==> src/hdl/vcim_pkg.sv <==
`timescale 1ns / 1ps

package vcim_pkg;

  // Grid geometry and field widths.
  localparam int MAX_DIM       = 32;
  localparam int CODE_BITS     = 5;
  localparam int COORD_BITS    = 5;
  localparam int SIZE_BITS     = 6;
  localparam int CMP_BITS      = SIZE_BITS + 1;
  localparam int ADDR_BITS     = 3 * COORD_BITS;
  localparam int DEPTH         = 1 << ADDR_BITS;
  localparam int PAIR_BITS     = 2 * CODE_BITS;
  localparam int CFG_IDX_BITS  = 2;
  localparam int FIFO_DEPTH    = 4;
  localparam int FIFO_PTR_BITS = $clog2(FIFO_DEPTH);

  localparam logic [SIZE_BITS-1:0] SIZE_RESET = SIZE_BITS'(20);

  // Configuration register indexes.
  localparam logic [CFG_IDX_BITS-1:0] REG_SIZE_X = CFG_IDX_BITS'(0);
  localparam logic [CFG_IDX_BITS-1:0] REG_SIZE_Y = CFG_IDX_BITS'(1);
  localparam logic [CFG_IDX_BITS-1:0] REG_SIZE_Z = CFG_IDX_BITS'(2);

  // Input item kinds.
  localparam logic KIND_WRITE = 1'b0;
  localparam logic KIND_QUERY = 1'b1;

  typedef logic [COORD_BITS-1:0] coord_t;
  typedef logic [CODE_BITS-1:0]  code_t;
  typedef logic [ADDR_BITS-1:0]  addr_t;
  typedef logic [CMP_BITS-1:0]   extent_t;

  // Operation classified by the front end.
  typedef enum logic [1:0] {
    OP_WRITE,
    OP_QUERY,
    OP_OOB
  } op_e;

  typedef struct packed {
    extent_t x;
    extent_t y;
    extent_t z;
  } ext_t;

  typedef struct packed {
    op_e    op;
    coord_t x;
    coord_t y;
    coord_t z;
    code_t  first;
    code_t  second;
  } cmd_t;

  typedef enum logic [2:0] {
    ST_CLEAR,
    ST_IDLE,
    ST_RD_Y,
    ST_RD_Z,
    ST_RD_C,
    ST_RESULT
  } state_e;

  // Extent in use: the register value limited to the grid dimension.
  function automatic extent_t extent(input logic [SIZE_BITS-1:0] size);
    extent_t s;
    s = CMP_BITS'(size);
    if (s > CMP_BITS'(MAX_DIM)) begin
      return CMP_BITS'(MAX_DIM);
    end
    return s;
  endfunction

  function automatic logic coord_in(input coord_t c, input extent_t e);
    return CMP_BITS'(c) < e;
  endfunction

  // True when c + 1 still lies inside the extent.
  function automatic logic plus_ok(input coord_t c, input extent_t e);
    return (CMP_BITS'(c) + CMP_BITS'(1)) < e;
  endfunction

  function automatic addr_t addr_of(input coord_t x, input coord_t y, input coord_t z);
    return {x, y, z};
  endfunction

endpackage

==> src/hdl/vcim_if.sv <==
`timescale 1ns / 1ps

// Input channel: one beat is a write or a query.
interface vcim_in_if;
  logic                  valid;
  logic                  ready;
  logic                  kind;
  vcim_pkg::coord_t      x;
  vcim_pkg::coord_t      y;
  vcim_pkg::coord_t      z;
  vcim_pkg::code_t       first_value;
  vcim_pkg::code_t       second_value;

  modport source (
    output valid, kind, x, y, z, first_value, second_value,
    input  ready
  );
  modport sink (
    input  valid, kind, x, y, z, first_value, second_value,
    output ready
  );
endinterface


==> src/hdl/vcim_front.sv <==
`timescale 1ns / 1ps

module vcim_front (
  input  vcim_pkg::ext_t  ext_i,
  input  logic            clearing_i,
  input  logic            full_i,
  vcim_in_if.sink         in_if,
  output logic            push_o,
  output vcim_pkg::cmd_t  cmd_o
);

  logic in_ext;

  // Range check of the beat's coordinate against the extent in use.
  assign in_ext = vcim_pkg::coord_in(in_if.x, ext_i.x) &&
                  vcim_pkg::coord_in(in_if.y, ext_i.y) &&
                  vcim_pkg::coord_in(in_if.z, ext_i.z);

  assign in_if.ready = !clearing_i && !full_i;

  // Classify the beat; a write outside the extent is dropped here.
  always_comb begin
    cmd_o.x      = in_if.x;
    cmd_o.y      = in_if.y;
    cmd_o.z      = in_if.z;
    cmd_o.first  = in_if.first_value;
    cmd_o.second = in_if.second_value;
    if (in_if.kind == vcim_pkg::KIND_WRITE) begin
      cmd_o.op = vcim_pkg::OP_WRITE;
    end else if (in_ext) begin
      cmd_o.op = vcim_pkg::OP_QUERY;
    end else begin
      cmd_o.op = vcim_pkg::OP_OOB;
    end
    push_o = in_if.valid && in_if.ready &&
             !((in_if.kind == vcim_pkg::KIND_WRITE) && !in_ext);
  end

endmodule

==> src/flat_wrapper.sv <==
// flat-port wrapper written by rule: the top's interface ports become plain ports
module vcim_front_flat 
  (ext_i, clearing_i, full_i, push_o, cmd_o, in_if_valid, in_if_kind, in_if_x, in_if_y, in_if_z, in_if_first_value, in_if_second_value, in_if_ready);
  vcim_in_if in_if_i ();
  input  vcim_pkg::ext_t ext_i;
  input  logic clearing_i;
  input  logic full_i;
  output logic push_o;
  output vcim_pkg::cmd_t cmd_o;
  input wire logic [$bits(in_if_i.valid)-1:0] in_if_valid;
  input wire logic [$bits(in_if_i.kind)-1:0] in_if_kind;
  input wire logic [$bits(in_if_i.x)-1:0] in_if_x;
  input wire logic [$bits(in_if_i.y)-1:0] in_if_y;
  input wire logic [$bits(in_if_i.z)-1:0] in_if_z;
  input wire logic [$bits(in_if_i.first_value)-1:0] in_if_first_value;
  input wire logic [$bits(in_if_i.second_value)-1:0] in_if_second_value;
  output wire logic [$bits(in_if_i.ready)-1:0] in_if_ready;
  assign in_if_i.valid = in_if_valid;
  assign in_if_i.kind = in_if_kind;
  assign in_if_i.x = in_if_x;
  assign in_if_i.y = in_if_y;
  assign in_if_i.z = in_if_z;
  assign in_if_i.first_value = in_if_first_value;
  assign in_if_i.second_value = in_if_second_value;
  assign in_if_ready = in_if_i.ready;
  vcim_front u_core (.ext_i(ext_i), .clearing_i(clearing_i), .full_i(full_i), .in_if(in_if_i), .push_o(push_o), .cmd_o(cmd_o));
endmodule
==> config.mk <==
export PLATFORM = sky130hd
export DESIGN_NAME = vcim_front_flat
export DESIGN_NICKNAME = d
export VERILOG_FILES = /design/src/hdl/vcim_pkg.sv /design/src/hdl/vcim_if.sv /design/src/hdl/vcim_front.sv /design/src/flat_wrapper.sv
export SDC_FILE = /design/constraint.sdc
export NUM_CORES = 1
export LEC_CHECK = 0
export BUFFER_PORTS_ARGS = -buffer_cell sky130_fd_sc_hd__buf_2
export CORE_ASPECT_RATIO = 1.25
export CORE_MARGIN = 1
export CORE_UTILIZATION = 29
export DETAILED_ROUTE_END_ITERATION = 10
export PLACE_DENSITY = 0.89
export SYNTH_ARGS = -nofsm -noshare
export SYNTH_HDL_FRONTEND = slang
export SYNTH_SLANG_ARGS = --single-unit
==> constraint.sdc <==
create_clock -name vclk -period 1.4
set_input_delay 0.07 -clock vclk [all_inputs]
set_output_delay 0.07 -clock vclk [all_outputs]
set_load 0.005 [all_outputs]
**Word level (Yosys, flattened, before mapping)**

Index checks and enable logic that the tools add are counted.
Widths: inputs -> output; s select.

- Order comparisons: 3
- Multiplexer cells: 2
- Bitwise gates (word level): 1
- Reduce and logical (&&, ||, !) cells: 10

Operator list:

| cell | number |
|---|---|
| $lt 5x7->1 | 3 |
| $logic_and 1x1->1 | 6 |
| $logic_not 1->1 | 4 |
| $mux 2 | 2 |
| $not 1->1 | 1 |

- Register bits: 0

**Depth between registers and ports, before layout**

Gate-level depths: netlist of run 1.

- Depth in word-level cells: 7
- Depth in mapped cells: 7
- Depth with buffers taken out: 7

**Worst setup path after synthesis of run 1**

Ideal clock, no wire load.

- Kind: input to output
- Start point: input ext_i[2] (netlist bit)
- End point: output cmd_o[26] (netlist bit)
- Data arrival time: 1.452 ns
- Required time: 1.330 ns
- Setup slack: -0.122 ns
- Stages on the path: 7
- Buffers on the path: 0
- Cell sequence: inv_1 -> ha_1 -> a21o_1 -> a31oi_1 -> o21ai_1 -> or4_4 -> and2_4

RTL lines:

| item | RTL line | source |
|---|---|---|
| start: declaration | flat_wrapper.sv:5 | `input vcim_pkg::ext_t ext_i;` |
| end: declaration | flat_wrapper.sv:9 | `output vcim_pkg::cmd_t cmd_o;` |

==> results_dict.tcl, run 1 <==
set metrics [dict create \
    drtIter0Drc 0 \
    crit_type "input port to output port" \
    rsz0062_at_grt "true" \
    cts.hold.buffers_added 0 \
    rows 17 \
    area_growth_pct 33.1 \
    setup-tns-final_ps -545 \
    seqCellArea_sq_um 0 \
    stdcell_area_sq_um 749 \
    die_area_sq_mm 0.00212 \
    final-setup-viol-count 3 \
    clkbuf_count 0 \
    post_drt_wl_per_cell_um 9.37 \
    pre_cts_ws_ps -337 \
    critPathSlowestCell "or4_4" \
    worst_slew_pin_slew_ps 381 \
    first_pass_iters 1 \
    syn_avg_cell_area_sq_um 7.22 \
    hold_viol 0 \
    cpLargestDelayFamily "simple AND/OR/NAND/NOR gates" \
    final_core_util 0.419 \
    status "finished with violations" \
    seq_cell_count 0 \
    period_share 1.15 \
    gp_congestion 0.715 \
    die_h_um 51.3 \
    whs_ps 140 \
    maxCapViolations 0 \
    slew_headroom 0.745 \
    die-width_um 41.4 \
    drt-vias-per-instance 4.52 \
    grt_pass1_wl_um 1940 \
    via_count 596 \
    placed_area_sq_um 694 \
    worst_ep_arrival_time_ps 1540 \
    antenna_found_initial 0 \
    io_pins 79 \
    globalRouteOverflowTotal 0 \
    drc 0 \
    max_stage_delay_ps 440 \
    p_leak_nw 0.464 \
    syn_area_sq_um 563 \
    ys_warn_count 0 \
    ys_seq_area_frac 0 \
    num-fill-cells 195 \
    crit_path_start_kind "input port" \
    wirelength_um 1240 \
    grt_pass1_vias 530 \
    place_inst 131 \
    violations "setup timing" \
    instances_no_fill 132 \
    power_density_mw_per_mm2 274 \
    multi_input_area_sq_um 353 \
    cp.buffers_inverters 2 \
    grt.total_usage 0.110 \
    port_buffers 59 \
    final_max_slew_viol_count 0 \
    start_util 0.315 \
    cp_cell_sequence "buf_6, ha_4, a21o_1, a31oi_1, o21ai_1, or4_4, and2_4, buf_6" \
    drive_gt1_frac 0.611 \
    endpoint_kind "output port" \
    synthesis.nets 140 \
    dp_hpwl_um 1160 \
    ant_nets 0 \
    fin_nets 177 \
    critPathMaxFanout 3 \
    ir_worst_vdd_mv 0.111 \
    synth_cells 78 \
    fin_crit_ps 1610 \
    hp-class "input port to output port" \
    cp.required_ps 1330 \
    max_freq_mhz 623 \
    grt_max_degree 4 \
    worst_slack_ps -205 \
    synth_cell_types 20 \
    antenna_cells 0 \
    finalPower_mw 0.205 \
    cpMostUsedCell "buf_6" \
    core_area_sq_mm 0.00179 \
]
[power by group]
| group | switching [mW] | internal (mW) | total, mW |
|---|---|---|---|
| sequential | 0 | 0 | 0 |
| clock | 0 | 0 | 0 |
| combinational | 0.0865 | 0.119 | 0.205 |
| total | 0.0865 | 0.119 | 0.205 |
[cell families (layout without fill, tap and decap cells)]
group                      after synthesis  after routing  share of synthesized area
buffers and inverters                   38             73                      0.420
and+or+nand+nor                         16             16                      0.158
adders and majority gates               12             12                      0.267
AOI/OAI and AO/OA                       12             12                      0.156
[cell usage after synthesis, drive strengths merged]
master   instances  area, sq um
or4              1         11.3
nand3            3         15.0
or3              1         6.26
o21ai            2         13.8
a21o             1         7.51
ha              12          150
nor2             3         11.3
a2111oi          2         23.8
buf             25          188
a21oi            5         28.8
nand2            3         11.3
o31ai            1         7.51
nand2b           3         18.8
and2             2         15.0
inv             13         48.8
a31oi            1         6.26
[layout make-up]
class / count / area share
timing repair buffer: 60 / 0.429
multi-input combinational: 40 / 0.471
tap: 19 / 0.0317
inverter: 13 / 0.0684
[path summary, 6_finish.rpt]
path	from	endpoint	slack, ps	depth (start not counted)
max	in_if_z[2]	cmd_o[26]	-210	8
min	in_if_second_value[1]	cmd_o[1]	140	0
[cell usage in the layout, fill, tap and decap left out, types with 2 or more instances in the layout]
cell	instances
nand2b_1	3
nand2_1	3
a21oi_1	4
buf_2	56
buf_6	3
ha_4	2
ha_1	10
inv_1	11
nor2_1	3
nand3_1	3
[repair_timing]
action / 4_1_cts / 5_1_grt
gates resized for setup: 10 / 0
pin swaps: 3 / 1
cloned: 0 / 0
setup endpoints to repair: 3 / 3
buffers inserted: 1 / 0
[layer usage]
| metal | global-route usage | part of all wire |
|---|---|---|
| met4 | 0.00538 | 0 |
| met5 | 0 | 0 |
| met1 | 0.0989 | 0.28 |
| met3 | 0.00707 | 0.11 |
| met2 | 0.260 | 0.60 |
Note: power is estimated with default switching activity, not from simulation.
==> run 2, diff against run 1 <==
--- a/config.mk
+++ b/config.mk
@@ -5,7 +5,7 @@
 export SDC_FILE = /design/constraint.sdc
 export NUM_CORES = 1
 export LEC_CHECK = 0
-export BUFFER_PORTS_ARGS = -buffer_cell sky130_fd_sc_hd__buf_2
+export BUFFER_PORTS_ARGS = -buffer_cell sky130_fd_sc_hd__buf_4
 export CORE_ASPECT_RATIO = 1.25
 export CORE_MARGIN = 1
 export CORE_UTILIZATION = 29
==> run 2 against run 1 <==
  * The flow still finishes with violations (setup timing)
  * Combinational power is 28% higher
  * Count of clock-buffer cells in the layout unchanged
  * Power is 28% higher
  * Final cell count decreased by 0.76%
  * Utilization rose by 9.8 points
  * First-iteration DRC count is 3 higher
  * Maximum frequency up 2.5%
  * Die area is the same
  * Global-route usage grew 1.5 points
  * Worst hold slack did not move
  * Highest routed layer unchanged
==> results_dict.tcl, run 2 (same netlist as run 1, synthesis figures left out) <==
set metrics [dict create \
    io_pins 79 \
    crit_path_start_kind "input port" \
    hp-class "input port to output port" \
    critPathCapture "push_o" \
    status "finished with violations" \
    final_core_util 0.518 \
    area_growth_pct 64.2 \
    worst_ep_arrival_time_ps 1500 \
    internal-power_mw 0.169 \
    rows 17 \
    p_seq_frac 0 \
    mostFrequentLayoutCells "buf_4, inv_1, ha_1, a21oi_2, buf_6" \
    fin_crit_ps 1570 \
    violations "setup timing" \
    via_count 605 \
    port_buffers 59 \
    p_switching_mw 0.0941 \
    final_max_slew_viol_count 0 \
    pwr-share-clk 0 \
    endpoint_kind "output port" \
    drc 0 \
    cp.required_ps 1330 \
    pre_cts_ws_ps -290 \
    maxCapViolations 0 \
    grt_pass1_vias 602 \
    slew_headroom 0.738 \
    ant_nets 0 \
    first_pass_iters 4 \
    post_drt_wl_per_cell_um 10.2 \
    fin_nets 176 \
    max_freq_mhz 638 \
    period_share 1.12 \
    globalRouteOverflowTotal 0 \
    worstSetupStartpoint "in_if_y[2]" \
    rsz0062_at_grt "true" \
    ir_worst_vdd_mv 0.101 \
    p_leak_nw 0.513 \
    start_util 0.315 \
    dp_hpwl_um 1220 \
    antenna_found_initial 0 \
    die_area_sq_mm 0.00212 \
    antenna_cells 0 \
    p_sw_frac 0.357 \
    wirelength_um 1330 \
    die_h_um 51.3 \
    grt_max_degree 4 \
    die-width_um 41.4 \
    worst_slack_ps -167 \
    drtIter0Drc 3 \
    instances_no_fill 131 \
    comb_power_share 1.000 \
    final_common_cell "buf_4" \
    critPathMaxFanout 3 \
    hold_viol 0 \
    final-setup-viol-count 3 \
    core_area_sq_mm 0.00179 \
    drive_gt1_frac 0.661 \
    cts_setup_buffers 0 \
    gp_congestion 0.681 \
    place_inst 131 \
    crit_type "input port to output port" \
    drt-vias-per-instance 4.62 \
    power_density_mw_per_mm2 285 \
    worst_slew_pin_slew_ps 393 \
    grt.total_usage 0.125 \
    seq_cell_count 0 \
    num-fill-cells 186 \
    clkbuf_count 0 \
    grt_pass1_wl_um 2230 \
    seqCellArea_sq_um 0 \
]
[run 2: metal layers]
| layer | up-vias | track usage | wire length, um |
|---|---|---|---|
| met5 | - | 0 | 0 |
| met1 | 264 | 0.120 | 349 |
| met2 | 39 | 0.286 | 853 |
| li1 | 302 | - | - |
| met3 | 0 | 0.00707 | 129 |
| met4 | 0 | 0.00538 | 0 |
[run 2: how the worst min path moves through the flow]
stage,from,endpoint,slack (ps),depth (start not counted)
floorplan,clearing_i,in_if_ready,170,1
global placement,in_if_first_value[3],cmd_o[8],140,0
detailed placement,in_if_first_value[3],cmd_o[8],140,0
CTS,in_if_first_value[3],cmd_o[8],140,0
global route,in_if_second_value[2],cmd_o[2],140,0
finish,in_if_second_value[1],cmd_o[1],140,0
[run 2: area by class of cell]
class	count	area [sq um]	share of cell area
Multi-Input combinational cell	40	385	0.417
Tap cell	19	23.8	0.0257
Inverter	13	53.8	0.0582
Timing Repair Buffer	59	462	0.499
[run 2: power by group through the flow]
stage | sequential [mW] | clock (mW) | combinational [mW]
floorplan | 0 | 0 | 0.136
global placement | 0 | 0 | 0.226
detailed placement | 0 | 0 | 0.235
CTS | 0 | 0 | 0.261
global route | 0 | 0 | 0.295
finish | 0 | 0 | 0.263
[run 2: worst max-delay path: stages]
cell	delay (ps)
buf_4	110
ha_1	310
a21oi_2	120
a2111oi_1	90
or4_4	530
a21oi_2	150
buf_4	110
[run 2: through the flow]
step	hold WS, ps	total power, mW	TNS [ps]	area, sq um
floorplan	174	0.136	0	563
global placement	140	0.226	-752	842
detailed placement	140	0.235	-809	842
CTS	140	0.261	-468	910
global route	140	0.295	-633	925
finish	140	0.263	-451	925
[run 2: what timing repair did]
item,4_1_cts,5_1_grt
pin swaps,7,4
hold buffers,0,0
setup endpoints to repair,3,3
gates resized for setup,14,4
