<file path="src/hdl/vcim_pkg.sv">
`timescale 1ns / 1ps

package vcim_pkg;

  // Grid geometry and field widths.
  localparam int MAX_DIM       = 32;
  localparam int CODE_BITS     = 5;
  localparam int COORD_BITS    = 5;
  localparam int SIZE_BITS     = 6;
  localparam int CMP_BITS      = SIZE_BITS + 1;
  localparam int ADDR_BITS     = 3 * COORD_BITS;
  localparam int DEPTH         = 1 << ADDR_BITS;
  localparam int PAIR_BITS     = 2 * CODE_BITS;
  localparam int CFG_IDX_BITS  = 2;
  localparam int FIFO_DEPTH    = 4;
  localparam int FIFO_PTR_BITS = $clog2(FIFO_DEPTH);

  localparam logic [SIZE_BITS-1:0] SIZE_RESET = SIZE_BITS'(20);

  // Configuration register indexes.
  localparam logic [CFG_IDX_BITS-1:0] REG_SIZE_X = CFG_IDX_BITS'(0);
  localparam logic [CFG_IDX_BITS-1:0] REG_SIZE_Y = CFG_IDX_BITS'(1);
  localparam logic [CFG_IDX_BITS-1:0] REG_SIZE_Z = CFG_IDX_BITS'(2);

  // Input item kinds.
  localparam logic KIND_WRITE = 1'b0;
  localparam logic KIND_QUERY = 1'b1;

  typedef logic [COORD_BITS-1:0] coord_t;
  typedef logic [CODE_BITS-1:0]  code_t;
  typedef logic [ADDR_BITS-1:0]  addr_t;
  typedef logic [CMP_BITS-1:0]   extent_t;

  // Operation classified by the front end.
  typedef enum logic [1:0] {
    OP_WRITE,
    OP_QUERY,
    OP_OOB
  } op_e;

  typedef struct packed {
    extent_t x;
    extent_t y;
    extent_t z;
  } ext_t;

  typedef struct packed {
    op_e    op;
    coord_t x;
    coord_t y;
    coord_t z;
    code_t  first;
    code_t  second;
  } cmd_t;

  typedef enum logic [2:0] {
    ST_CLEAR,
    ST_IDLE,
    ST_RD_Y,
    ST_RD_Z,
    ST_RD_C,
    ST_RESULT
  } state_e;

  // Extent in use: the register value limited to the grid dimension.
  function automatic extent_t extent(input logic [SIZE_BITS-1:0] size);
    extent_t s;
    s = CMP_BITS'(size);
    if (s > CMP_BITS'(MAX_DIM)) begin
      return CMP_BITS'(MAX_DIM);
    end
    return s;
  endfunction

  function automatic logic coord_in(input coord_t c, input extent_t e);
    return CMP_BITS'(c) < e;
  endfunction

  // True when c + 1 still lies inside the extent.
  function automatic logic plus_ok(input coord_t c, input extent_t e);
    return (CMP_BITS'(c) + CMP_BITS'(1)) < e;
  endfunction

  function automatic addr_t addr_of(input coord_t x, input coord_t y, input coord_t z);
    return {x, y, z};
  endfunction

endpackage

</file>
<file path="src/hdl/vcim_fifo.sv">
`timescale 1ns / 1ps

module vcim_fifo (
  input  logic            clk_i,
  input  logic            rst_ni,
  input  logic            push_i,
  input  vcim_pkg::cmd_t  push_data_i,
  output logic            full_o,
  input  logic            pop_i,
  output logic            valid_o,
  output vcim_pkg::cmd_t  head_o
);

  localparam int CNT_BITS = vcim_pkg::FIFO_PTR_BITS + 1;

  vcim_pkg::cmd_t                     slot_q [vcim_pkg::FIFO_DEPTH];
  logic [vcim_pkg::FIFO_PTR_BITS-1:0] wr_ptr_q, wr_ptr_d;
  logic [vcim_pkg::FIFO_PTR_BITS-1:0] rd_ptr_q, rd_ptr_d;
  logic [CNT_BITS-1:0]                count_q, count_d;

  assign full_o  = (count_q == CNT_BITS'(vcim_pkg::FIFO_DEPTH));
  assign valid_o = (count_q != '0);
  assign head_o  = slot_q[rd_ptr_q];

  // Pointer and fill count update.
  always_comb begin
    wr_ptr_d = wr_ptr_q;
    rd_ptr_d = rd_ptr_q;
    count_d  = count_q;
    if (push_i) begin
      wr_ptr_d = wr_ptr_q + 1'b1;
    end
    if (pop_i) begin
      rd_ptr_d = rd_ptr_q + 1'b1;
    end
    if (push_i && !pop_i) begin
      count_d = count_q + 1'b1;
    end else if (!push_i && pop_i) begin
      count_d = count_q - 1'b1;
    end
  end

  always_ff @(posedge clk_i or negedge rst_ni) begin
    if (!rst_ni) begin
      wr_ptr_q <= '0;
      rd_ptr_q <= '0;
      count_q  <= '0;
    end else begin
      wr_ptr_q <= wr_ptr_d;
      rd_ptr_q <= rd_ptr_d;
      count_q  <= count_d;
    end
  end

  // Entry storage.
  always_ff @(posedge clk_i) begin
    if (push_i) begin
      slot_q[wr_ptr_q] <= push_data_i;
    end
  end

endmodule

</file>
<file path="config.mk">
export PLATFORM = sky130hd
export DESIGN_NAME = vcim_fifo
export DESIGN_NICKNAME = d
export VERILOG_FILES = /design/src/hdl/vcim_pkg.sv /design/src/hdl/vcim_fifo.sv
export SDC_FILE = /design/constraint.sdc
export NUM_CORES = 1
export LEC_CHECK = 0
export BUFFER_PORTS_ARGS = -buffer_cell sky130_fd_sc_hd__buf_2
export CAP_MARGIN = 20
export CELL_PAD_IN_SITES_DETAIL_PLACEMENT = 1
export CELL_PAD_IN_SITES_GLOBAL_PLACEMENT = 1
export CORE_ASPECT_RATIO = 1.5
export CORE_UTILIZATION = 52
export CTS_BUF_LIST = sky130_fd_sc_hd__clkbuf_2 sky130_fd_sc_hd__clkbuf_4 sky130_fd_sc_hd__clkbuf_8
export DETAILED_ROUTE_END_ITERATION = 6
export GPL_ROUTABILITY_DRIVEN = 0
export PLACE_DENSITY_LB_ADDON = 0.1
export SYNTH_ARGS = -nofsm -noshare
export SYNTH_HDL_FRONTEND = slang
export SYNTH_SLANG_ARGS = --single-unit
</file>
<file path="constraint.sdc">
create_clock -name clk_i -period 2.2 [get_ports clk_i]
set_clock_uncertainty 0.2 [all_clocks]
set_input_delay 0.44 -clock clk_i [delete_from_list [all_inputs] [get_ports clk_i]]
set_output_delay 0.44 -clock clk_i [all_outputs]
set_load 0.01 [all_outputs]
</file>
Word-level counts from Yosys, hierarchy flattened
Memories as Yosys holds them, arrays and structs flattened.
Index checks and enable logic that the tools add are counted.
Storage, ports and cells
  flip-flop bits (word level): 7
  RAM bits: 108
  memories kept: 1
Operators by class
  add/sub/neg operators: 4
  equality and inequality tests: 1
  mux-type cells: 4
  reductions and logical operators: 6
Memories
  slot_q: depth 4, width 27, rd ports 1, clocked after memory_dff 0, wr ports 1, line vcim_fifo.sv:16  | vcim_pkg::cmd_t slot_q [vcim_pkg::FIFO_DEPTH];
Operator list (number)
  2-to-1 mux 3 bit: 2
  adder 2 x 1 -> 2 bit, second input constant: 2
  adder 3 x 1 -> 3 bit, second input constant: 1
  == test 3 bit, second input constant: 1
  nonzero test 3 bit: 1
  subtractor 3 x 1 -> 3 bit, second input constant: 1
  logical AND 1 bit: 2
  zero test 1 bit: 2
  2-to-1 mux 1 bit: 2
  nonzero test 2 bit: 1

Longest topological paths before layout
Gate-level depths: netlist (run 1).
  depth in word-level cells: 4
  mapped depth: 7
  depth with buffers taken out: 7

Worst setup path after synthesis (run 1)
OpenSTA, ideal clock, no wires.
  path type: reg-to-reg
  start point: reg wr_ptr_q[0] (netlist name)
  end point: mem slot_q[0][0] (netlist name) (enable)
  arrival time: 1.298 ns
  path slack: 0.316 ns
  cell stages (with the launch flop): 4
  period minus slack after synthesis: 1.884 ns
  cell sequence: dfrtp_1 -> inv_1 -> ha_1 -> and2_1
RTL lines
  start: declaration: line vcim_fifo.sv:17  | logic [vcim_pkg::FIFO_PTR_BITS-1:0] wr_ptr_q, wr_ptr_d;
  start signal: assignment: line vcim_fifo.sv:49  | wr_ptr_q <= wr_ptr_d;
  end: declaration: line vcim_fifo.sv:16
Straight into the memory's write port.

==> results of run 1 <==
[cell type report]
class | count | area [sq um]
Clock buffer | 17 | 234.0
Clock inverter | 14 | 145.1
Fill cell | 664 | 2625
Inverter | 4 | 15.01
Multi-Input combinational cell | 50 | 809.5
Sequential cell | 115 | 3420
Tap cell | 105 | 131.4
Timing Repair Buffer | 79 | 628.1
[layout by cell type, fill, tap and decap left out, types with 2 or more instances in the layout]
cell type | Yosys | final
bufinv_16 | 0 | 3
nand2_1 | 2 | 2
buf_2 | 3 | 45
ha_1 | 5 | 5
dfrtp_1 | 7 | 6
xor2_1 | 4 | 4
clkbuf_8 | 0 | 17
xnor2_1 | 2 | 2
mux4_2 | 26 | 27
clkbuf_16 | 0 | 2
and2_1 | 4 | 4
buf_6 | 1 | 16
clkinv_2 | 0 | 2
clkinvlp_4 | 0 | 3
buf_12 | 1 | 4
clkinv_1 | 0 | 6
inv_1 | 4 | 4
edfxtp_1 | 108 | 108
buf_4 | 1 | 11
[cells by family after synthesis]
logic type | Yosys count | share of synthesized area
flops | 115 | 0.7949
mux | 28 | 0.1449
buf+inv | 10 | 0.01600
simple gates | 9 | 0.01164
xor+xnor | 6 | 0.01222
fa+ha+maj | 6 | 0.01920
compound gates | 1 | 0.001163
[power groups by stage]
stage	sequential, mW	combinational, mW	clock (mW)
after floorplan	3.02	1.34	0
after global placement	3.04	1.97	0
after detailed placement	3.09	2.06	0
after CTS	3.05	2.40	1.90
after global routing	3.09	2.68	1.97
final	3.05	2.50	1.86
[critical path, stage by stage (launching register included)]
cell	delay, ps
dfrtp_2	400
buf_4	130
clkbuf_16	140
mux4_2	510
buf_6	140
[synth_stat cells]
cell / instances
xor2_1: 4
buf_6: 1
buf_12: 1
nor3b_1: 1
nand2_1: 2
ha_1: 5
buf_4: 1
mux4_2: 26
fa_1: 1
xnor2_1: 2
o21ai_0: 1
mux2_2: 1
dfrtp_1: 7
edfxtp_1: 108
inv_1: 4
mux4_1: 1
nor2_1: 1
or3_1: 1
and2_1: 4
buf_2: 3
[through the flow]
stage          setup TNS [ps]  power, mW  hold WS [ps]  setup WS, ps
2_1_floorplan               0      4.356        -55.59         315.5
3_3_place_gp                0      5.004         81.48         251.8
3_5_place_dp                0      5.147         89.89         205.8
4_1_cts                 -5077      7.350         6.095        -237.1
5_1_grt                 -5965      7.729         11.35        -253.1
6_report                -3964      7.404         29.25        -182.1
[flip-flops by register name (all words and copies together) (netlist names)]
signal / count
count_q: 3
rd_ptr_q: 2
slot_q: 108
wr_ptr_q: 2
[metal layers]
layer,global-route usage,up-vias
met5,0,-
li1,-,911
met2,0.3856,58
met4,0.1115,0
met3,0.06960,14
met1,0.2240,1091
[worst paths after layout]
| check | slack, ps | to | cells after the start |
|---|---|---|---|
| min in group asynchronous | 200 | count_q[1]$_DFFE_PN0P_ | 2 |
| worst min register to register | 280 | count_q[2]$_DFFE_PN0P_ | 1 |
| worst min-delay path | 30 | slot_q[0][8]$_DFFE_PP_ | 1 |
| worst max register to register | 410 | slot_q[0][25]$_DFFE_PP_ | 4 |
| worst max-delay path | -180 | head_o[20] | 4 |
| max in group asynchronous | 1410 | rd_ptr_q[0]$_DFFE_PN0P_ | 2 |
[timing repair]
item                                   CTS  global route
setup endpoints to repair               27            27
resized for setup                       16             5
pin swaps                                0             0
cloned                                   1             2
setup buffers                            3             3
endpoints found under the hold margin    7             0
hold buffers                             1             0
==> flow_metrics.env, run 1 <==
export IMPL_areaGrowthSynthToFinish_pct=25.17
export IMPL_grt_pass1_wl_um=12830
export IMPL_clk_latency_ps=420
export IMPL_p_clk_frac=0.251
export IMPL_yosys_area_top_type="edfxtp_1"
export IMPL_portBuffers=59
export IMPL_stdcell_count=384
export IMPL_yosysTopAreaCellShare=0.7541
export IMPL_seqPwrFrac=0.412
export IMPL_wire_per_inst_um=22.10
export IMPL_met3_length_um=303
export IMPL_violations="negative setup slack"
export IMPL_drive_gt1_frac=0.4731
export IMPL_worst_slew_pin_transition_ps=428.3
export IMPL_syn_avg_cell_area_sq_um=24.57
export IMPL_maxCapViolations=0
export IMPL_cp_startpoint="rd_ptr_q[0]$_DFFE_PN0P_"
export IMPL_cts_inserted_buffers=17
export IMPL_cp_start_kind="flop"
export IMPL_fin_crit_sh=1.083
export IMPL_stdcell_area_sq_um=5383
export IMPL_drtIter0Drc=95
export IMPL_rows=40
export IMPL_cts_tree="yes"
export IMPL_viasPerCell=5.401
export IMPL_peakVddDrop_uv=705.6
export IMPL_pin_count=60
export IMPL_clkTransAtPathRegs_ps=60
export IMPL_m1WireLength_um=3033
export IMPL_maxUsedRoutingLayer="met4"
export IMPL_vias=2074
export IMPL_cts_max_path_buffers=2
export IMPL_mappedNetlistNets=212
export IMPL_fin_nets=304
export IMPL_synth_cell_types=20
export IMPL_power_internal_mw=5.326
export IMPL_synth_area_sq_um=4300
export IMPL_firstDrtPassIters=4
export IMPL_setup_worst_path_end_class="primary output"
export IMPL_cp_max_fo=4
export IMPL_dpl_hpwl_um=5358
export IMPL_min_from="push_data_i[8]"
export IMPL_status="finished with violations"
export IMPL_grt_ovfl_total=0
export IMPL_swShare=0.2808
export IMPL_postSynthCellCount=175
export IMPL_finalHoldViolations=0
export IMPL_place_area_sq_um=4795
export IMPL_routed_wl_um=8485
export IMPL_fmax_mhz=419.8
export IMPL_p_comb_frac=0.337
export IMPL_die_w_um=76.25
export IMPL_rsz0062_at_grt="true"
export IMPL_grt_pass1_vias=2366
export IMPL_clock_sinks=115
export IMPL_r2r_start="wr_ptr_q[0]$_DFFE_PN0P_"
export IMPL_finalWorstSetupSlack_ps=-182.1
export IMPL_p_leak_nw=1.932
export IMPL_root_buffer="clkbuf_8"
export IMPL_period_minus_slack_ps=2382
export IMPL_met2_length_um=4978
export IMPL_die_area_sq_um=8645
export IMPL_start_util=0.5370
export IMPL_hold_path_class="in -> reg"
export IMPL_die_y_um=113.4
export IMPL_netSwitchingPower_mw=2.079
export IMPL_synth_seq_cells=115
export IMPL_relSlewSlack=0.7145
export IMPL_cp_data_required_time_ps=1560
export IMPL_synthTopCellsByArea="edfxtp_1 (75%), mux4_2 (14%), dfrtp_1 (4.1%), ha_1 (1.5%), xor2_1 (0.81%)"
export IMPL_core_sq_um=8008
export IMPL_antenna_found_initial=0
export IMPL_power_density_nw_per_um2=1376
export IMPL_placed_cells=344
export IMPL_grt_total_usage=0.2151
export IMPL_seq_area_frac_synth=0.7949
export IMPL_setup_violations_final=27
export IMPL_yosys_warnings=0
export IMPL_grt_max_degree=28
export IMPL_drv_slew=0
export IMPL_arrival_ps=1740
export IMPL_final_core_util=0.6722
export IMPL_drc=0
export IMPL_final_antenna_net_count=0
export IMPL_criticalPathCategory="reg -> out"
export IMPL_cts_max_level=4
export IMPL_antenna_cells=0
No activity file was read; power rests on OpenSTA's default activity.
==> run 2: changes to the inputs <==
--- a/config.mk
+++ b/config.mk
@@ -10,8 +10,8 @@
 export CELL_PAD_IN_SITES_DETAIL_PLACEMENT = 1
 export CELL_PAD_IN_SITES_GLOBAL_PLACEMENT = 1
 export CORE_ASPECT_RATIO = 1.5
-export CORE_UTILIZATION = 52
-export CTS_BUF_LIST = sky130_fd_sc_hd__clkbuf_2 sky130_fd_sc_hd__clkbuf_4 sky130_fd_sc_hd__clkbuf_8
+export CORE_UTILIZATION = 49
+export CTS_BUF_LIST = sky130_fd_sc_hd__clkbuf_16
 export DETAILED_ROUTE_END_ITERATION = 6
 export GPL_ROUTABILITY_DRIVEN = 0
 export PLACE_DENSITY_LB_ADDON = 0.1
==> run 2 against run 1 <==
  * The run still ends with negative setup slack left
  * First-iteration DRC count rose by 32%
  * Sequential power hardly changed
  * Routed wire length is 6.4% higher
  * Sequential share of layout area is 2.6 points lower
==> flow_metrics.env, run 2 (synthesis gave the netlist of run 1 again) <==
export IMPL_status="finished with violations"
export IMPL_violations="negative setup slack"
export IMPL_cts_max_path_buffers=2
export IMPL_finalWorstSetupSlack_ps=-197.6
export IMPL_seqPwrFrac=0.363
export IMPL_viasPerCell=5.391
export IMPL_hold_path_class="in -> reg"
export IMPL_drv_slew=0
export IMPL_fmax_mhz=417.1
export IMPL_swShare=0.2682
export IMPL_fin_nets=303
export IMPL_cts_inserted_buffers=17
export IMPL_p_leak_nw=2.049
export IMPL_power_internal_mw=6.160
export IMPL_post_place_ws_ps=145.2
export IMPL_p_comb_frac=0.308
export IMPL_power_density_nw_per_um2=1500
export IMPL_die_w_um=78.49
export IMPL_final_antenna_net_count=0
export IMPL_tns_ps=-4011
export IMPL_criticalPathCategory="reg -> out"
export IMPL_reg_largest_list="slot_q x108, count_q x3"
export IMPL_antenna_found_initial=0
export IMPL_maxCapViolations=0
export IMPL_clock_sinks=115
export IMPL_relSlewSlack=0.7706
export IMPL_cts_max_level=4
export IMPL_period_minus_slack_ps=2398
export IMPL_use_met2=0.4082
export IMPL_portBuffers=59
export IMPL_dpl_hpwl_um=5645
export IMPL_grt_util_met1=0.2428
export IMPL_cts_tree="yes"
export IMPL_worst_slew_pin_transition_ps=344.1
export IMPL_fin_crit_sh=1.090
export IMPL_firstDrtPassIters=4
export IMPL_rows=41
export IMPL_areaGrowthSynthToFinish_pct=30.46
export IMPL_antenna_cells=0
export IMPL_drtIter0Drc=125
export IMPL_grt_max_degree=22
export IMPL_arrival_ps=1760
export IMPL_grt_pass1_vias=2377
export IMPL_setup_worst_path_end_class="primary output"
export IMPL_root_buffer="clkbuf_16"
export IMPL_cp_data_required_time_ps=1560
export IMPL_pin_count=60
export IMPL_cp_start_kind="flop"
export IMPL_regMostFlops="slot_q"
export IMPL_die_area_sq_um=9163
export IMPL_rsz0062_at_grt="true"
export IMPL_grt_ovfl_total=0
export IMPL_start_util=0.5081
export IMPL_cp_max_fo=7
export IMPL_vias=2081
export IMPL_top_usage_layer="met2"
export IMPL_routed_wl_um=9027
export IMPL_clk_latency_ps=400
export IMPL_wire_per_inst_um=23.39
export IMPL_setup_violations_final=27
export IMPL_grt_pass1_wl_um=13750
export IMPL_drc=0
export IMPL_layout_commonest_cell="edfxtp_1"
export IMPL_netSwitchingPower_mw=2.257
export IMPL_mostFrequentLayoutCells="edfxtp_1 (108), buf_2 (40), mux4_2 (27)"
export IMPL_peakVddDrop_uv=1101
export IMPL_drive_gt1_frac=0.4731
export IMPL_p_clk_frac=0.329
export IMPL_finalHoldViolations=0
export IMPL_clkTransAtPathRegs_ps=50
export IMPL_grt_total_usage=0.2236
export IMPL_grtUsageMet3=0.06328
export IMPL_die_y_um=116.7
export IMPL_largest_register_ffs=108
export IMPL_core_sq_um=8464
==> run 2: changes by cell type in the layout (fill, tap and decap cells not counted), moves of 2 or more <==
cell and change:
buf_2 -5, buf_6 +4, clkinv_1 -2, clkinvlp_4 -2, inv_1 +2, clkbuf_16 +15, clkbuf_8 -17
==> run 2: worst max-delay path, cell delays in order (launching register included) <==
cell     delay, ps
dfrtp_2        380
buf_12         140
buf_12         140
mux4_2         540
buf_6          150
==> run 2: power by group through the flow <==
| stage | logic, mW | registers [mW] | clock network, mW |
|---|---|---|---|
| final | 2.59 | 3.06 | 2.77 |
| after global routing | 2.77 | 3.09 | 2.88 |
| after CTS | 2.60 | 3.06 | 2.81 |
| after detailed placement | 2.09 | 3.11 | 0 |
| after global placement | 2.00 | 3.05 | 0 |
| after floorplan | 1.34 | 3.02 | 0 |
==> run 2: routing by layer <==
metal  vias up  part of all wire
li1        910                 -
met1      1087              0.37
met2        75              0.58
met3         9             0.039
met4         0             0.012
met5         -                 0
==> run 2: metrics by stage <==
stage	total power [mW]	cells	util	hold WS [ps]	cell area [sq um]
6_report	8.417	386	0.6628	45.97	5610
5_1_grt	8.743	386	0.6628	46.90	5610
4_1_cts	8.469	387	0.6612	30.91	5597
2_1_floorplan	4.356	175	-	-55.59	4300
3_5_place_dp	5.197	348	0.5670	89.19	4800
3_3_place_gp	5.048	348	0.5670	84.94	4800
==> run 2: cell type report <==
type                            instances  area, sq um
Clock buffer                           17        425.4
Clock inverter                         15        173.9
Fill cell                             683         2854
Inverter                                4        15.01
Multi-Input combinational cell         50        809.5
Sequential cell                       115         3420
Tap cell                              107        133.9
Timing Repair Buffer                   78        633.1
==> run 2: final timing paths <==
path	cells past startpoint	slack (ps)	end	startpoint
max	4	-200	head_o[5]	rd_ptr_q[0]$_DFFE_PN0P_
max in group asynchronous	2	1420	rd_ptr_q[0]$_DFFE_PN0P_	rst_ni
min	1	50	slot_q[2][7]$_DFFE_PP_	push_data_i[7]
min in group asynchronous	2	200	rd_ptr_q[1]$_DFFE_PN0P_	rst_ni
max reg2reg	4	490	slot_q[1][16]$_DFFE_PP_	wr_ptr_q[1]$_DFFE_PN0P_
min reg2reg	1	320	count_q[2]$_DFFE_PN0P_	count_q[2]$_DFFE_PN0P_
==> run 2: timing repair <==
item	4_1_cts	5_1_grt
hold endpoints to repair	7	0
buffers inserted	4	0
pin swaps	0	0
cloned	2	0
hold buffers	1	0
setup endpoints to repair	27	27
resized for setup	16	7
==> run 3: changes to the inputs <==
--- a/config.mk
+++ b/config.mk
@@ -10,7 +10,7 @@
 export CELL_PAD_IN_SITES_DETAIL_PLACEMENT = 1
 export CELL_PAD_IN_SITES_GLOBAL_PLACEMENT = 1
 export CORE_ASPECT_RATIO = 1.5
-export CORE_UTILIZATION = 49
+export CORE_UTILIZATION = 53
 export CTS_BUF_LIST = sky130_fd_sc_hd__clkbuf_16
 export DETAILED_ROUTE_END_ITERATION = 6
 export GPL_ROUTABILITY_DRIVEN = 0
==> constraint.sdc (replaced) <==
create_clock -name clk_i -period 3.1 [get_ports clk_i]
set_clock_uncertainty 0.2 [all_clocks]
set_input_delay 0.62 -clock clk_i [delete_from_list [all_inputs] [get_ports clk_i]]
set_output_delay 0.62 -clock clk_i [all_outputs]
set_load 0.01 [all_outputs]
==> run 3 against run 2 <==
  * Cell count decreased by 3.9%
  * The run now ends clean
  * Routed wire length down 5.4%
  * Via count is 0.91% lower
  * Combinational power is 47% lower
  * Non-clock buffer count decreased by 9
  * Setup slack gained 430 ps
  * Die area fell by 7.4%
  * First-iteration DRC count shrank 18%
==> flow_metrics.env, run 3 (synthesis gave the netlist of run 1 again) <==
export IMPL_cp_slowest_cell="dfrtp_2"
export IMPL_reg_largest_list="slot_q x108, count_q x3"
export IMPL_cts_hold_buf=1
export IMPL_arrival_ps=2050
export IMPL_root_buffer="clkbuf_16"
export IMPL_core_sq_um=7759
export IMPL_firstDrtPassIters=4
export IMPL_rows=39
export IMPL_grt_ovfl_total=0
export IMPL_maxCapViolations=0
export IMPL_cp_data_required_time_ps=2280
export IMPL_crit_chain="buf_12 -> mux4_1 -> buf_2"
export IMPL_setup_violations_final=0
export IMPL_grt_pass1_vias=2343
export IMPL_status="complete, no violations"
export IMPL_tns_ps=0
export IMPL_cpPeakStageDelay_ps=660
export IMPL_fin_crit_sh=0.9263
export IMPL_cts_tree="yes"
export IMPL_final_antenna_net_count=0
export IMPL_grt_total_usage=0.2264
export IMPL_hold_path_class="in -> reg"
export IMPL_cp_max_fo=16
export IMPL_finalHoldViolations=0
export IMPL_p_leak_nw=1.932
export IMPL_final_core_util=0.6904
export IMPL_cts_setup_buffers=0
export IMPL_worst_slew_pin_transition_ps=755.7
export IMPL_drtIter0Drc=103
export IMPL_setup_worst_path_end_class="primary output"
export IMPL_start_util=0.5543
export IMPL_rsz0062_at_grt="false"
export IMPL_antenna_cells=0
export IMPL_cts_resized_gates=0
export IMPL_dpl_hpwl_um=5393
export IMPL_grt_pass1_wl_um=12990
export IMPL_antenna_found_initial=0
export IMPL_die_area_sq_um=8485
export IMPL_drive_gt1_frac=0.4572
export IMPL_finalPower_mw=5.452
export IMPL_critPathTopFamily="flip-flops"
export IMPL_regMostFlops="slot_q"
export IMPL_fin_nets=294
export IMPL_viasPerCell=5.558
export IMPL_peakVddDrop_uv=936.4
export IMPL_die_w_um=75.55
export IMPL_relSlewSlack=0.4962
export IMPL_clkTransAtPathRegs_ps=50
export IMPL_largest_register_ffs=108
export IMPL_wire_per_inst_um=23.03
export IMPL_period_minus_slack_ps=2872
export IMPL_portBuffers=59
export IMPL_routed_wl_um=8544
export IMPL_num_fill_cells=617
export IMPL_layout_commonest_cell="edfxtp_1"
export IMPL_cts_max_path_buffers=2
export IMPL_pin_count=60
export IMPL_crit_buf_inv=2
export IMPL_cts_inserted_buffers=17
export IMPL_drc=0
export IMPL_power_density_nw_per_um2=1018
export IMPL_die_y_um=112.3
export IMPL_areaGrowthSynthToFinish_pct=24.56
export IMPL_vias=2062
export IMPL_clk_latency_ps=400
export IMPL_clock_sinks=115
export IMPL_mostFrequentLayoutCells="edfxtp_1 (108), buf_2 (59), mux4_2 (26)"
export IMPL_drv_slew=0
export IMPL_grt_max_degree=17
export IMPL_fmax_mhz=348.2
export IMPL_criticalPathCategory="reg -> out"
export IMPL_hold_slack_ps=234.2
export IMPL_cp_start_kind="flop"
export IMPL_cts_max_level=4
==> run 3: final timing paths <==
path | start | end | slack [ps] | cells after the start
max | rd_ptr_q[0]$_DFFE_PN0P_ | head_o[20] | 230 | 3
min | push_data_i[12] | slot_q[2][12]$_DFFE_PP_ | 230 | 1
max reg2reg | wr_ptr_q[0]$_DFFE_PN0P_ | slot_q[3][18]$_DFFE_PP_ | 1140 | 3
min reg2reg | count_q[2]$_DFFE_PN0P_ | count_q[2]$_DFFE_PN0P_ | 280 | 1
max in group asynchronous | rst_ni | rd_ptr_q[0]$_DFFE_PN0P_ | 2120 | 2
min in group asynchronous | rst_ni | wr_ptr_q[0]$_DFFE_PN0P_ | 400 | 2
==> run 3: metal layers <==
layer / share of wire / wire length (um) / global-route usage / vias up
met5: 0 / 0 / 0 / -
met4: 0.015 / 127 / 0.07901 / 0
met3: 0.048 / 412 / 0.07361 / 11
met2: 0.56 / 4779 / 0.3869 / 85
met1: 0.38 / 3225 / 0.2621 / 1072
li1: - / - / - / 894
==> run 3: layout make-up <==
cell class                      instances  area (sq um)  area share
Tap cell                              102         127.6     0.02383
Timing Repair Buffer                   69         410.4     0.07662
Multi-Input combinational cell         50         813.3      0.1518
Sequential cell                       115          3420      0.6384
Clock inverter                         14         145.1     0.02710
Clock buffer                           17         425.4     0.07942
Inverter                                4         15.01    0.002803
==> run 3: report_power, final <==
part / switching (mW) / leakage (nW) / internal [mW] / total (mW)
clock: 0.627 / 0.278 / 1.24 / 1.86
combinational: 0.694 / 0.581 / 0.683 / 1.38
sequential: 0.164 / 1.07 / 2.05 / 2.21
total: 1.49 / 1.93 / 3.97 / 5.45
==> run 3: through the flow <==
stage | setup slack (ps) | cells | cell area [sq um]
finish | 228.4 | 371 | 5356
global placement | 653.3 | 339 | 4776
global route | 107.5 | 371 | 5356
CTS | 183.9 | 371 | 5356
detailed placement | 622.5 | 339 | 4776
floorplan | 1096 | 175 | 4300
